### src/hdl/u2u8_pkg.sv
// ----------------------------------------------------------------------------
// u2u8_pkg
// Types, codes and the byte encoder shared by the UCS-2LE to UTF-8 unit.
// ----------------------------------------------------------------------------
package u2u8_pkg;

	localparam logic [1:0] LEN_ONE   = 2'd1;
	localparam logic [1:0] LEN_TWO   = 2'd2;
	localparam logic [1:0] LEN_THREE = 2'd3;

	typedef struct packed {
		logic [15:0] unit;
		logic [1:0]  nbytes;
	} entry_t;

	typedef struct packed {
		logic full;
		logic empty;
	} qstat_t;

	typedef struct packed {
		logic [7:0] data;
		logic       last;
	} obyte_t;

	function automatic obyte_t enc_byte(input logic [15:0] unit, input logic [1:0] nbytes,
			input logic [1:0] idx);
		obyte_t r;
		r.data = unit[7:0];
		r.last = 1'b1;
		unique case (nbytes)
			LEN_TWO: begin
				if (idx == 2'd0) begin
					r.data = {3'b110, unit[10:6]};
					r.last = 1'b0;
				end else begin
					r.data = {2'b10, unit[5:0]};
				end
			end
			LEN_THREE: begin
				if (idx == 2'd0) begin
					r.data = {4'b1110, unit[15:12]};
					r.last = 1'b0;
				end else if (idx == 2'd1) begin
					r.data = {2'b10, unit[11:6]};
					r.last = 1'b0;
				end else begin
					r.data = {2'b10, unit[5:0]};
				end
			end
			default: begin
				r.data = unit[7:0];
				r.last = 1'b1;
			end
		endcase
		return r;
	endfunction

endpackage

### src/hdl/u2u8_front.sv
// ----------------------------------------------------------------------------
// u2u8_front
// Pairs input bytes into code units, classifies them and drops surrogates.
// ----------------------------------------------------------------------------
module u2u8_front import u2u8_pkg::*; (
	input  logic       clk,
	input  logic       arst_n,
	input  logic       push,
	output logic       full,
	input  logic [7:0] in_byte,
	input  logic       end_of_string,
	input  qstat_t     qstat,
	output logic       q_push,
	output entry_t     q_wdata
);

	logic       have_low_q;
	logic [7:0] low_q;
	logic       take;
	logic [15:0] unit;

	assign full = have_low_q && qstat.full;
	assign take = push && !full;
	assign unit = {in_byte, low_q};

	always_comb begin
		q_wdata.unit = unit;
		if (unit[15:7] == 9'd0) begin
			q_wdata.nbytes = LEN_ONE;
		end else if (unit[15:11] == 5'd0) begin
			q_wdata.nbytes = LEN_TWO;
		end else begin
			q_wdata.nbytes = LEN_THREE;
		end
	end

	// drop surrogate code units
	assign q_push = take && have_low_q && (unit[15:11] != 5'b11011);

	always_ff @(posedge clk or negedge arst_n) begin
		if (!arst_n) begin
			have_low_q <= 1'b0;
		end else if (take) begin
			have_low_q <= !have_low_q && !end_of_string;
		end
	end

	always_ff @(posedge clk) begin
		if (take && !have_low_q) begin
			low_q <= in_byte;
		end
	end

endmodule

### src/hdl/u2u8_queue.sv
// ----------------------------------------------------------------------------
// u2u8_queue
// Short queue of classified code units between front and back.
// ----------------------------------------------------------------------------
module u2u8_queue import u2u8_pkg::*; #(
	parameter int DEPTH = 2
) (
	input  logic   clk,
	input  logic   arst_n,
	input  logic   push,
	input  entry_t wdata,
	input  logic   pop,
	output entry_t rdata,
	output qstat_t stat
);

	localparam int PW = (DEPTH > 1) ? $clog2(DEPTH) : 1;
	localparam int CW = $clog2(DEPTH + 1);
	localparam logic [PW-1:0] LAST_PTR = PW'(DEPTH - 1);
	localparam logic [CW-1:0] FULL_CNT = CW'(DEPTH);

	entry_t          mem_q [DEPTH];
	logic [PW-1:0]   wr_q;
	logic [PW-1:0]   rd_q;
	logic [CW-1:0]   cnt_q;
	logic            do_push;
	logic            do_pop;

	assign stat.full  = (cnt_q == FULL_CNT);
	assign stat.empty = (cnt_q == '0);
	assign do_push = push && !stat.full;
	assign do_pop  = pop && !stat.empty;
	assign rdata   = mem_q[rd_q];

	always_ff @(posedge clk or negedge arst_n) begin
		if (!arst_n) begin
			wr_q  <= '0;
			rd_q  <= '0;
			cnt_q <= '0;
		end else begin
			if (do_push) begin
				wr_q <= (wr_q == LAST_PTR) ? '0 : wr_q + 1'b1;
			end
			if (do_pop) begin
				rd_q <= (rd_q == LAST_PTR) ? '0 : rd_q + 1'b1;
			end
			if (do_push && !do_pop) begin
				cnt_q <= cnt_q + 1'b1;
			end else if (do_pop && !do_push) begin
				cnt_q <= cnt_q - 1'b1;
			end
		end
	end

	always_ff @(posedge clk) begin
		if (do_push) begin
			mem_q[wr_q] <= wdata;
		end
	end

	a_no_push_full: assert property (@(posedge clk) disable iff (!arst_n)
		!(push && stat.full))
		else $error("push into full queue");

	a_cnt_range: assert property (@(posedge clk) disable iff (!arst_n)
		cnt_q <= FULL_CNT)
		else $error("queue count out of range");

	a_cnt_step: assert property (@(posedge clk) disable iff (!arst_n)
		(do_push && !do_pop) |=> (cnt_q == $past(cnt_q) + 1'b1))
		else $error("queue count did not advance");

endmodule

### src/hdl/u2u8_back.sv
// ----------------------------------------------------------------------------
// u2u8_back
// Serialises each queued code unit into UTF-8 bytes through an output register.
// ----------------------------------------------------------------------------
module u2u8_back import u2u8_pkg::*; (
	input  logic       clk,
	input  logic       arst_n,
	input  entry_t     q_rdata,
	input  qstat_t     qstat,
	output logic       q_pop,
	output logic       empty,
	input  logic       pop,
	output logic [7:0] utf8_byte,
	output logic       last_of_char
);

	logic       valid_q;
	logic [1:0] idx_q;
	obyte_t     nxt;
	obyte_t     out_q;
	logic       load;

	assign nxt   = enc_byte(q_rdata.unit, q_rdata.nbytes, idx_q);
	assign load  = !qstat.empty && (!valid_q || pop);
	assign q_pop = load && nxt.last;

	assign empty        = !valid_q;
	assign utf8_byte    = out_q.data;
	assign last_of_char = out_q.last;

	always_ff @(posedge clk or negedge arst_n) begin
		if (!arst_n) begin
			valid_q <= 1'b0;
			idx_q   <= '0;
		end else begin
			if (load) begin
				valid_q <= 1'b1;
			end else if (pop) begin
				valid_q <= 1'b0;
			end
			if (load) begin
				idx_q <= nxt.last ? 2'd0 : idx_q + 1'b1;
			end
		end
	end

	always_ff @(posedge clk) begin
		if (load) begin
			out_q <= nxt;
		end
	end

	a_idx_range: assert property (@(posedge clk) disable iff (!arst_n)
		!qstat.empty |-> (idx_q < q_rdata.nbytes))
		else $error("byte index beyond character length");

	a_idx_idle: assert property (@(posedge clk) disable iff (!arst_n)
		qstat.empty |-> (idx_q == 2'd0))
		else $error("byte index left over with empty queue");

	a_hold: assert property (@(posedge clk) disable iff (!arst_n)
		(valid_q && !pop) |=> (valid_q && $stable(out_q)))
		else $error("output request lost while stalled");

endmodule

### src/hdl/ucs2le_to_utf8_encoder_unit.sv
// ----------------------------------------------------------------------------
// ucs2le_to_utf8_encoder_unit
// UCS-2 little-endian byte stream to UTF-8 byte stream converter.
//
// channel  direction  handshake    fields
// input    in         push / full  in_byte, end_of_string
// result   out        empty / pop  utf8_byte, last_of_char
//
// A low byte is always taken; a high byte is taken while the queue has room.
// Results leave at one byte a cycle while pop is held, from the output register
// that is loaded from the queue after the high byte; a code unit gives one to
// three bytes at the back, and a pair of input bytes at most three output bytes.
// Reset clears the pairing phase, the queue and the output valid flag at once.
// Either side may stall; the queue of QUEUE_DEPTH code units decouples them.
// ----------------------------------------------------------------------------
module ucs2le_to_utf8_encoder_unit import u2u8_pkg::*; #(
	parameter int QUEUE_DEPTH = 2
) (
	input  logic       clk,
	input  logic       arst_n,
	input  logic       push,
	output logic       full,
	input  logic [7:0] in_byte,
	input  logic       end_of_string,
	output logic       empty,
	input  logic       pop,
	output logic [7:0] utf8_byte,
	output logic       last_of_char
);

	qstat_t qstat;
	logic   q_push;
	logic   q_pop;
	entry_t q_wdata;
	entry_t q_rdata;

	u2u8_front u_front (
		.clk           (clk),
		.arst_n        (arst_n),
		.push          (push),
		.full          (full),
		.in_byte       (in_byte),
		.end_of_string (end_of_string),
		.qstat         (qstat),
		.q_push        (q_push),
		.q_wdata       (q_wdata)
	);

	u2u8_queue #(
		.DEPTH (QUEUE_DEPTH)
	) u_queue (
		.clk    (clk),
		.arst_n (arst_n),
		.push   (q_push),
		.wdata  (q_wdata),
		.pop    (q_pop),
		.rdata  (q_rdata),
		.stat   (qstat)
	);

	u2u8_back u_back (
		.clk          (clk),
		.arst_n       (arst_n),
		.q_rdata      (q_rdata),
		.qstat        (qstat),
		.q_pop        (q_pop),
		.empty        (empty),
		.pop          (pop),
		.utf8_byte    (utf8_byte),
		.last_of_char (last_of_char)
	);

endmodule
### config.mk
export PLATFORM = sky130hd
export DESIGN_NAME = ucs2le_to_utf8_encoder_unit
export DESIGN_NICKNAME = d
export VERILOG_FILES = /design/src/hdl/u2u8_pkg.sv /design/src/hdl/u2u8_front.sv /design/src/hdl/u2u8_queue.sv /design/src/hdl/u2u8_back.sv /design/src/hdl/ucs2le_to_utf8_encoder_unit.sv
export SDC_FILE = /design/constraint.sdc
export NUM_CORES = 1
export LEC_CHECK = 0
export BUFFER_PORTS_ARGS = -buffer_cell sky130_fd_sc_hd__buf_4
export CORE_ASPECT_RATIO = 0.5
export CORE_UTILIZATION = 32
export CTS_CLUSTER_DIAMETER = 60
export CTS_CLUSTER_SIZE = 40
export DETAILED_ROUTE_END_ITERATION = 7
export PLACE_DENSITY = 0.49
export SYNTH_ARGS = -nofsm -noshare
export SYNTH_HDL_FRONTEND = slang
export SYNTH_SLANG_ARGS = --single-unit
### constraint.sdc
create_clock -name clk -period 4 [get_ports clk]
set_clock_uncertainty 0.05 [all_clocks]
set_input_delay 0.8 -clock clk [delete_from_list [all_inputs] [get_ports clk]]
set_output_delay 0.8 -clock clk [all_outputs]
set_load 0.02 [all_outputs]
==> results of run 1 <==
==> metrics by stage <==
| stage | area, um2 | instances | total power [mW] | utilization |
|---|---|---|---|---|
| final | 3120 | 311 | 2.56 | 0.415 |
| after global routing | 3120 | 311 | 2.72 | 0.415 |
| after CTS | 3120 | 311 | 2.60 | 0.415 |
| after detailed placement | 2820 | 295 | 1.83 | 0.375 |
| after global placement | 2820 | 295 | 1.82 | 0.375 |
| after floorplan | 2540 | 165 | 1.60 | - |
==> cell families (layout without fill, tap and decap cells) <==
group                    after synthesis  after routing  synth area share
XOR/XNOR                               5              5            0.0172
flip-flops                            61             61             0.705
buffers and inverters                 13             51            0.0354
AND/OR/NAND/NOR                       39             39            0.0758
multiplexers                          20             20            0.0861
adder cells (fa/ha/maj)                3              3            0.0148
AO/OA/AOI/OAI                         24             24            0.0659
==> final cells by class <==
class / instances / area, um2
Inverter: 9 / 33.8
Timing Repair Buffer: 26 / 195
Clock inverter: 7 / 75.1
Tap cell: 108 / 135
Multi-Input combinational cell: 91 / 661
Clock buffer: 9 / 225
Fill cell: 701 / 4400
Sequential cell: 61 / 1790
==> metal layers <==
layer,GRT usage,routed length (um),vias to the layer above
li1,-,-,690
met1,0.193,2590,682
met2,0.171,1930,37
met3,0.0504,256,9
met4,0.0618,54,0
met5,0,0,-
==> worst max path at each step <==
stage / startpoint / cells past startpoint / endpoint / slack, ps
finish: u_queue.rd_q / 5 / u_back.utf8_byte[0] / 1810
global route: u_queue.rd_q / 5 / u_back.utf8_byte[0] / 1660
CTS: u_queue.rd_q / 4 / u_back.utf8_byte[1] / 1780
detailed placement: pop / 8 / u_queue.cnt_q[1] / 1550
global placement: pop / 8 / u_queue.cnt_q[1] / 1630
floorplan: in_byte[7] / 4 / u_queue.mem_q[1][0] / 1580
==> critical path, stage by stage, from the launching register on <==
cell	delay, ps
dfrtp_1	640
buf_4	360
mux2i_1	460
mux2i_1	170
o22ai_1	160
a21oi_1	80
==> sequential cells by signal (all words and copies together), names as in the netlist <==
signal               cells
u_back.last_of_char      1
u_back.valid_q           1
u_back.idx_q             2
u_back.utf8_byte         8
u_front.have_low_q       1
u_queue.rd_q             1
u_queue.mem_q           36
u_queue.cnt_q            2
u_front.low_q            8
u_queue.wr_q             1
==> power by group <==
part / internal (mW) / switching (mW)
sequential: 0.913 / 0.0848
combinational: 0.322 / 0.484
clock: 0.483 / 0.278
==> cells in the final DEF, fill, tap and decap left out, types with 3 or more instances in the layout <==
cell        n
a21oi_1     7
inv_1       9
nor2_1     14
dfrtp_1     8
nand4_1     5
buf_4      26
ha_1        3
mux2i_1    13
mux2_2      4
nand2_1     7
xnor2_1     3
clkbuf_16   9
edfxtp_1   53
nor2b_1     3
==> out/results.ini, run 1 <==
[clock_network]
htreeDepth = 3
post_cts_buffers = 0
cts_num_sinks = 61
worstSkewPairLatency_ps = 330
cts_hold_buf = 0
cts.path.max_buffers = 2
cts_buffers = 9
cts_resized = 0
clk_pin_slew_ps = 50
cts_tree = done
root_buffer = clkbuf_16

[global_routing]
gr-usage-all-layers = 0.133
grt_overflow_total = 0
grt_pass1_wl_um = 7800
antenna_found_initial = 0
grt_max_degree = 19
grt_pass1_vias = 1374

[sta]
setup_violations = 0
slew_violations = 0
tightest_slew_ps = 971
fmax_mhz = 457
fin_setup_tns_ps = 0
finalHoldViolations = 0
rsz0062_at_grt = false
slew_headroom = 0.351
fin_ws_ps = 1810
holdWs_ps = 236
layout_min_cycle_time_ps = 2190
period_share = 0.547

[power_and_ir_drop]
peakVddDrop_v = 0.000272
leakage_nw = 1.16
power_density_nw_per_um2 = 823

[detailed_routing]
wirelength_um = 4830
viasPerCell = 4.56
drtPass1Iterations = 4
wl_per_cell_um = 15.5
drc = 0
vias = 1418
drt_iter0_markers = 118
ant_nets = 0

[floorplanning]
start_util = 0.338
die_y_um = 65.0
dieWidth_um = 128
die-area_um2 = 8330
ios = 24
core_area_um2 = 7510
std_cell_rows = 22

[yosys]
synth_ff_type = edfxtp_1
async_reset_ff_frac = 0.131
yosys_warnings = 0
synthCells = 165
yosysMostFrequentCell = edfxtp_1
synth_area_leaders = edfxtp_1, dfrtp_1, mux2i_1, nor2_1, mux2_2
synth_area_um2 = 2540
syn-num-nets = 181
synth_common_cells = edfxtp_1, nor2_1, mux2i_1
synth_top_cell_by_area = edfxtp_1
synth-seq-cells = 61
synthDominantCellAreaShare = 0.626
ys_seq_area_frac = 0.705
synth.distinct_cells = 38
synth-edff-count = 53
avgSynthCellArea_um2 = 15.4

[cells_and_area]
area_growth_pct = 22.6
insertedDiodeCount = 0
nets = 214
drive_above_1_share = 0.261

[critical_path]
r2r-end = u_back.utf8_byte[0]
r2r_cells = 5
critPathArrivalTime_ps = 2200
crit_required_ps = 4010
start_kind = flop
reg2reg_slack_ps = 1810
cp_max_fo = 14
r2r-start = u_queue.rd_q
cp-end-kind = flop
criticalPathCategory = flop to flop

[placement]
numPortBuffers = 23
hpwl_um = 3310
gp_congestion = 0.829
post-place-ws_ps = 1550

[min_path]
hold_class = primary input to asynchronous set/reset pin

[job]
drv_cap = 0

[outcome]
outcome = completed

Power figures use the tool's default switching activity.
==> run 2: changes to the inputs <==
--- a/config.mk
+++ b/config.mk
@@ -11,7 +11,7 @@
 export CTS_CLUSTER_DIAMETER = 60
 export CTS_CLUSTER_SIZE = 40
 export DETAILED_ROUTE_END_ITERATION = 7
-export PLACE_DENSITY = 0.49
+export PLACE_DENSITY = 0.51
 export SYNTH_ARGS = -nofsm -noshare
 export SYNTH_HDL_FRONTEND = slang
 export SYNTH_SLANG_ARGS = --single-unit
==> constraint.sdc (replaced) <==
create_clock -name clk -period 1.95 [get_ports clk]
set_clock_uncertainty 0.05 [all_clocks]
set_input_delay 0.39 -clock clk [delete_from_list [all_inputs] [get_ports clk]]
set_output_delay 0.39 -clock clk [all_outputs]
set_load 0.02 [all_outputs]
==> run 2 against run 1 <==
Register-to-register slack got worse by 1700 ps. Largest power group unchanged. Via count decreased by 0.21%. Core utilization increased by 1.5 points. Critical endpoint is now u_back.utf8_byte[1]. Final area increased by 3.7%.
==> out/results.ini, run 2 (same netlist as run 1, synthesis figures left out) <==
[cells_and_area]
insertedDiodeCount = 0
seqCellArea_um2 = 1790
finalNonFillerCells = 318
largest_reg_flops = 36
regMostFlops = u_queue.mem_q
area_growth_pct = 27.1
final_cell_mix = edfxtp_1, buf_4, nor2_1, mux2i_1
final_common_cell = edfxtp_1
n_fill_cell = 677
final_area_um2 = 3230
drive_above_1_share = 0.290
nets = 221
multi_input_area_um2 = 672
final_util = 0.430

[sta]
fmax_mhz = 544
tightest_slew_ps = 342
holdWs_ps = 225
finalHoldViolations = 0
slew_headroom = 0.766
setup_violations = 0
period_share = 0.942
fin_setup_tns_ps = 0
layout_min_cycle_time_ps = 1840
slew_violations = 0
rsz0062_at_grt = false
fin_ws_ps = 113

[critical_path]
cp-end-kind = flop
cp_max_fo = 14
critPathMaxStageDelay_ps = 420
critPathArrivalTime_ps = 1850
crit_chain = buf_4 > mux2i_1 > nor2_1 > o2bb2ai_1 > a211o_1
start_kind = flop
crit_required_ps = 1960
path_buf_inv = 1
slowest_stage = dfrtp_1
crit_family = flip-flops
criticalPathCategory = flop to flop

[placement]
gp_congestion = 0.793
post-place-ws_ps = 134
dp.cells = 301
placed_cell_area_um2 = 2890
hpwl_um = 3310
numPortBuffers = 23

[detailed_routing]
drt_iter0_markers = 114
viasPerCell = 4.45
vias = 1415
drc = 0
drtPass1Iterations = 4
ant_nets = 0
wl_per_cell_um = 15.2
wirelength_um = 4840

[global_routing]
grt_max_degree = 19
gr-usage-all-layers = 0.133
grt_overflow_total = 0
grt_pass1_vias = 1397
antenna_found_initial = 0
grt_pass1_wl_um = 7760

[floorplanning]
ios = 24
core_area_um2 = 7510
die_y_um = 65.0
std_cell_rows = 22
dieWidth_um = 128
die-area_um2 = 8330
start_util = 0.338

[outcome]
outcome = completed

[clock_network]
worstSkewPairLatency_ps = 320
cts_buffers = 9
cts.path.max_buffers = 2
htreeDepth = 3
clk_pin_slew_ps = 50
root_buffer = clkbuf_16
cts_num_sinks = 61
cts_tree = done

[power_and_ir_drop]
p_total_mw = 5.52
leakage_nw = 1.22
peakVddDrop_v = 0.000557
power_density_nw_per_um2 = 1710

[min_path]
hold_class = primary input to flop

[job]
drv_cap = 0

==> run 2: repair_timing <==
item	in CTS	in global routing
hold endpoints to repair	8	0
setup endpoints to repair	0	4
hold buffers	1	0
setup buffers	0	0
gates resized for setup	0	2
==> run 2: per-layer routing <==
metal	track usage	vias to the layer above	wire [um]
met5	0	-	0
met2	0.174	26	1870
met4	0.0662	0	70
met1	0.198	675	2720
met3	0.0388	8	178
li1	-	706	-
==> run 2: layout make-up <==
class                           count  share of cell area
Clock buffer                        9              0.0697
Timing Repair Buffer               33              0.0852
Multi-Input combinational cell     91               0.208
Clock inverter                      7              0.0306
Tap cell                          108              0.0418
Inverter                            9              0.0105
Sequential cell                    61               0.554
==> run 2: worst paths after layout <==
| path | startpoint | endpoint | slack [ps] | cells past startpoint |
|---|---|---|---|---|
| worst min-delay path | in_byte[0] | u_front.low_q[0] | 230 | 1 |
| min in group asynchronous | arst_n | u_back.valid_q | 380 | 2 |
| worst max-delay path | u_queue.rd_q | u_back.utf8_byte[1] | 110 | 5 |
| worst max register to register | u_queue.rd_q | u_back.utf8_byte[1] | 110 | 5 |
| worst min register to register | u_front.low_q[0] | u_queue.mem_q[1][2] | 390 | 0 |
| max in group asynchronous | arst_n | u_front.have_low_q | 1340 | 2 |
==> run 2: report_power, final <==
group	switching (mW)	total (mW)	internal [mW]	leakage (nW)
registers	0.146	2.02	1.87	0.580
clock network	0.566	1.69	1.12	0.156
logic	1.05	1.81	0.764	0.482
total	1.76	5.52	3.76	1.22
==> run 3: changes to the inputs <==
--- a/config.mk
+++ b/config.mk
@@ -5,13 +5,14 @@
 export SDC_FILE = /design/constraint.sdc
 export NUM_CORES = 1
 export LEC_CHECK = 0
-export BUFFER_PORTS_ARGS = -buffer_cell sky130_fd_sc_hd__buf_4
+export ABC_AREA = 1
 export CORE_ASPECT_RATIO = 0.5
 export CORE_UTILIZATION = 32
 export CTS_CLUSTER_DIAMETER = 60
 export CTS_CLUSTER_SIZE = 40
 export DETAILED_ROUTE_END_ITERATION = 7
-export PLACE_DENSITY = 0.51
+export DONT_BUFFER_PORTS = 1
+export PLACE_DENSITY = 0.48
 export SYNTH_ARGS = -nofsm -noshare
 export SYNTH_HDL_FRONTEND = slang
 export SYNTH_SLANG_ARGS = --single-unit
==> run 3 against run 2 <==
Global-route usage rose by 0.51 points. Fmax up 2.7%. Sequential power up 7%. Combinational power rose by 5%. Total power is 0.99% higher. Die area rose by 5.4%. Setup slack better by 48 ps. Highest routed layer unchanged.
==> out/results.ini, run 3 <==
[outcome]
outcome = completed

[min_path]
whs_path_depth = 0
min_to = u_queue.mem_q[1][14]
min-delay-start = in_byte[4]
hold_class = primary input to flop

[cells_and_area]
insertedDiodeCount = 0
largest_reg_flops = 36
regMostFlops = u_queue.mem_q
final_area_um2 = 3190
n_fill_cell = 788
drive_above_1_share = 0.159
area_growth_pct = 19.0
nets = 281
finalNonFillerCells = 382
final_common_cell = nand2_1
final_util = 0.396
final_cell_mix = nand2_1, edfxtp_1, inv_1, nand3_1, buf_4

[yosys]
synth_common_cells = nand2_1, edfxtp_1, inv_1
yosys_warnings = 0
synthDominantCellAreaShare = 0.593
syn-num-nets = 263
synth-edff-count = 53
synth_top_cell_by_area = edfxtp_1
synth_area_um2 = 2680
async_reset_ff_frac = 0.131
synthCells = 247
synth_area_leaders = edfxtp_1, nand2_1, dfrtp_1, inv_1, nand3_1
avgSynthCellArea_um2 = 10.9
synth.distinct_cells = 26
synth_ff_type = edfxtp_1
synth-seq-cells = 61
ys_seq_area_frac = 0.668
yosysMostFrequentCell = nand2_1

[placement]
placed_cell_area_um2 = 2870
post-place-ws_ps = 26.5
hpwl_um = 3910
gp_congestion = 0.817
numPortBuffers = 0
dp.cells = 365

[sta]
rsz0062_at_grt = false
fmax_mhz = 559
setup_violations = 0
finalHoldViolations = 0
slew_headroom = 0.716
slew_violations = 0
period_share = 0.917
fin_ws_ps = 161
tightest_slew_ps = 424
layout_min_cycle_time_ps = 1790

[detailed_routing]
drc = 0
vias = 1676
drtPass1Iterations = 4
wl_per_cell_um = 14.5
ant_nets = 0
viasPerCell = 4.39
wirelength_um = 5540
drt_iter0_markers = 75

[global_routing]
antenna_found_initial = 0
grt_overflow_total = 0
grt_max_degree = 22
gr-usage-all-layers = 0.139
grt_pass1_vias = 1596
grt_pass1_wl_um = 8540

[critical_path]
reg2reg_slack_ps = 160
cp_max_fo = 3
critPathArrivalTime_ps = 1940
r2r_cells = 9
crit_required_ps = 2100
r2r-start = u_back.idx_q[0]
criticalPathCategory = flop to flop
r2r-end = u_queue.cnt_q[1]
cp-end-kind = flop
start_kind = flop

[clock_network]
cts_tree = done
post_cts_buffers = 0
clk_pin_slew_ps = 50
cts.path.max_buffers = 2
worstSkewPairLatency_ps = 320
htreeDepth = 3
cts_num_sinks = 61
root_buffer = clkbuf_16
cts_buffers = 9

[power_and_ir_drop]
peakVddDrop_v = 0.000617
p_total_mw = 5.57
leakage_nw = 1.33
power_density_nw_per_um2 = 1740

[floorplanning]
die-area_um2 = 8780
dieWidth_um = 131
die_y_um = 66.7
std_cell_rows = 23
start_util = 0.333
ios = 24
core_area_um2 = 8060

[job]
drv_cap = 0

run 3: cell types whose count changed in the layout (fill, tap and decap cells not counted), moves of 8 or more:
cell     change
mux2i_1     -13
buf_4       -19
nand3_1     +16
nand2_1     +87
o21ai_0      +8
inv_1       +18
run 3: layer usage:
metal	GRT usage	vias to the layer above	routed length, um
li1	-	836	-
met1	0.181	790	2800
met2	0.200	45	2290
met3	0.0632	5	394
met4	0.0523	0	57
met5	0	-	0
run 3: kinds of logic (layout without fill, tap and decap cells):
family                     after synthesis  in the layout  share of synthesized area
AOI/OAI and AO/OA                       12             12                     0.0238
xor gates and xnor gates                 2              2                    0.00653
adders and majority gates                3              3                     0.0140
buffers and inverters                   36             59                     0.0648
DFF                                     61             61                      0.668
and+or+nand+nor                        133            133                      0.223
run 3: per-stage QoR:
step | hold WS, ps | setup TNS (ps)
after global placement | 44.7 | 0
final | 107 | 0
after CTS | 95.3 | 0
after floorplan | 44.4 | -16.1
after detailed placement | 44.7 | 0
after global routing | 88.5 | 0
run 3: what timing repair did:
action / 4_1_cts / 5_1_grt
hold buffers: 1 / 0
gates resized for setup: 0 / 4
setup endpoints to repair: 0 / 1
endpoints found under the hold margin: 8 / 0
run 3: area by class of cell:
class | instances | area [um2] | area share
clock inverters | 7 | 66.3 | 0.0208
repair buffers | 13 | 113 | 0.0353
multi-input cells | 150 | 739 | 0.232
inverters | 30 | 118 | 0.0368
clock buffers | 9 | 225 | 0.0705
well taps | 112 | 140 | 0.0439
flip-flops and latches | 61 | 1790 | 0.561
run 3: where the power goes:
part	leakage (nW)	total, mW	internal [mW]	switching, mW
registers	0.584	2.16	1.90	0.263
clock network	0.136	1.52	0.977	0.538
logic	0.613	1.90	0.665	1.23
total	1.33	5.57	3.54	2.03
run 3: worst max path at each step:
stage | from | end | slack (ps)
final | u_back.idx_q[0] | u_queue.cnt_q[1] | 160
after global routing | u_queue.cnt_q[0] | u_queue.cnt_q[1] | 40
after CTS | u_back.idx_q[0] | u_queue.cnt_q[1] | 20
after detailed placement | in_byte[6] | u_queue.cnt_q[1] | 30
after global placement | in_byte[6] | u_queue.cnt_q[1] | 50
after floorplan | u_back.idx_q[0] | u_queue.cnt_q[1] | -20
run 3: worst max-delay path: stages, from the launching register on:
cell and delay, ps:
dfrtp_1 370, inv_1 70, ha_2 210, nor2_2 140
nand3b_4 160, nand2_4 60, ha_4 240, a21oi_1 110
o21ai_0 110, xor2_1 150
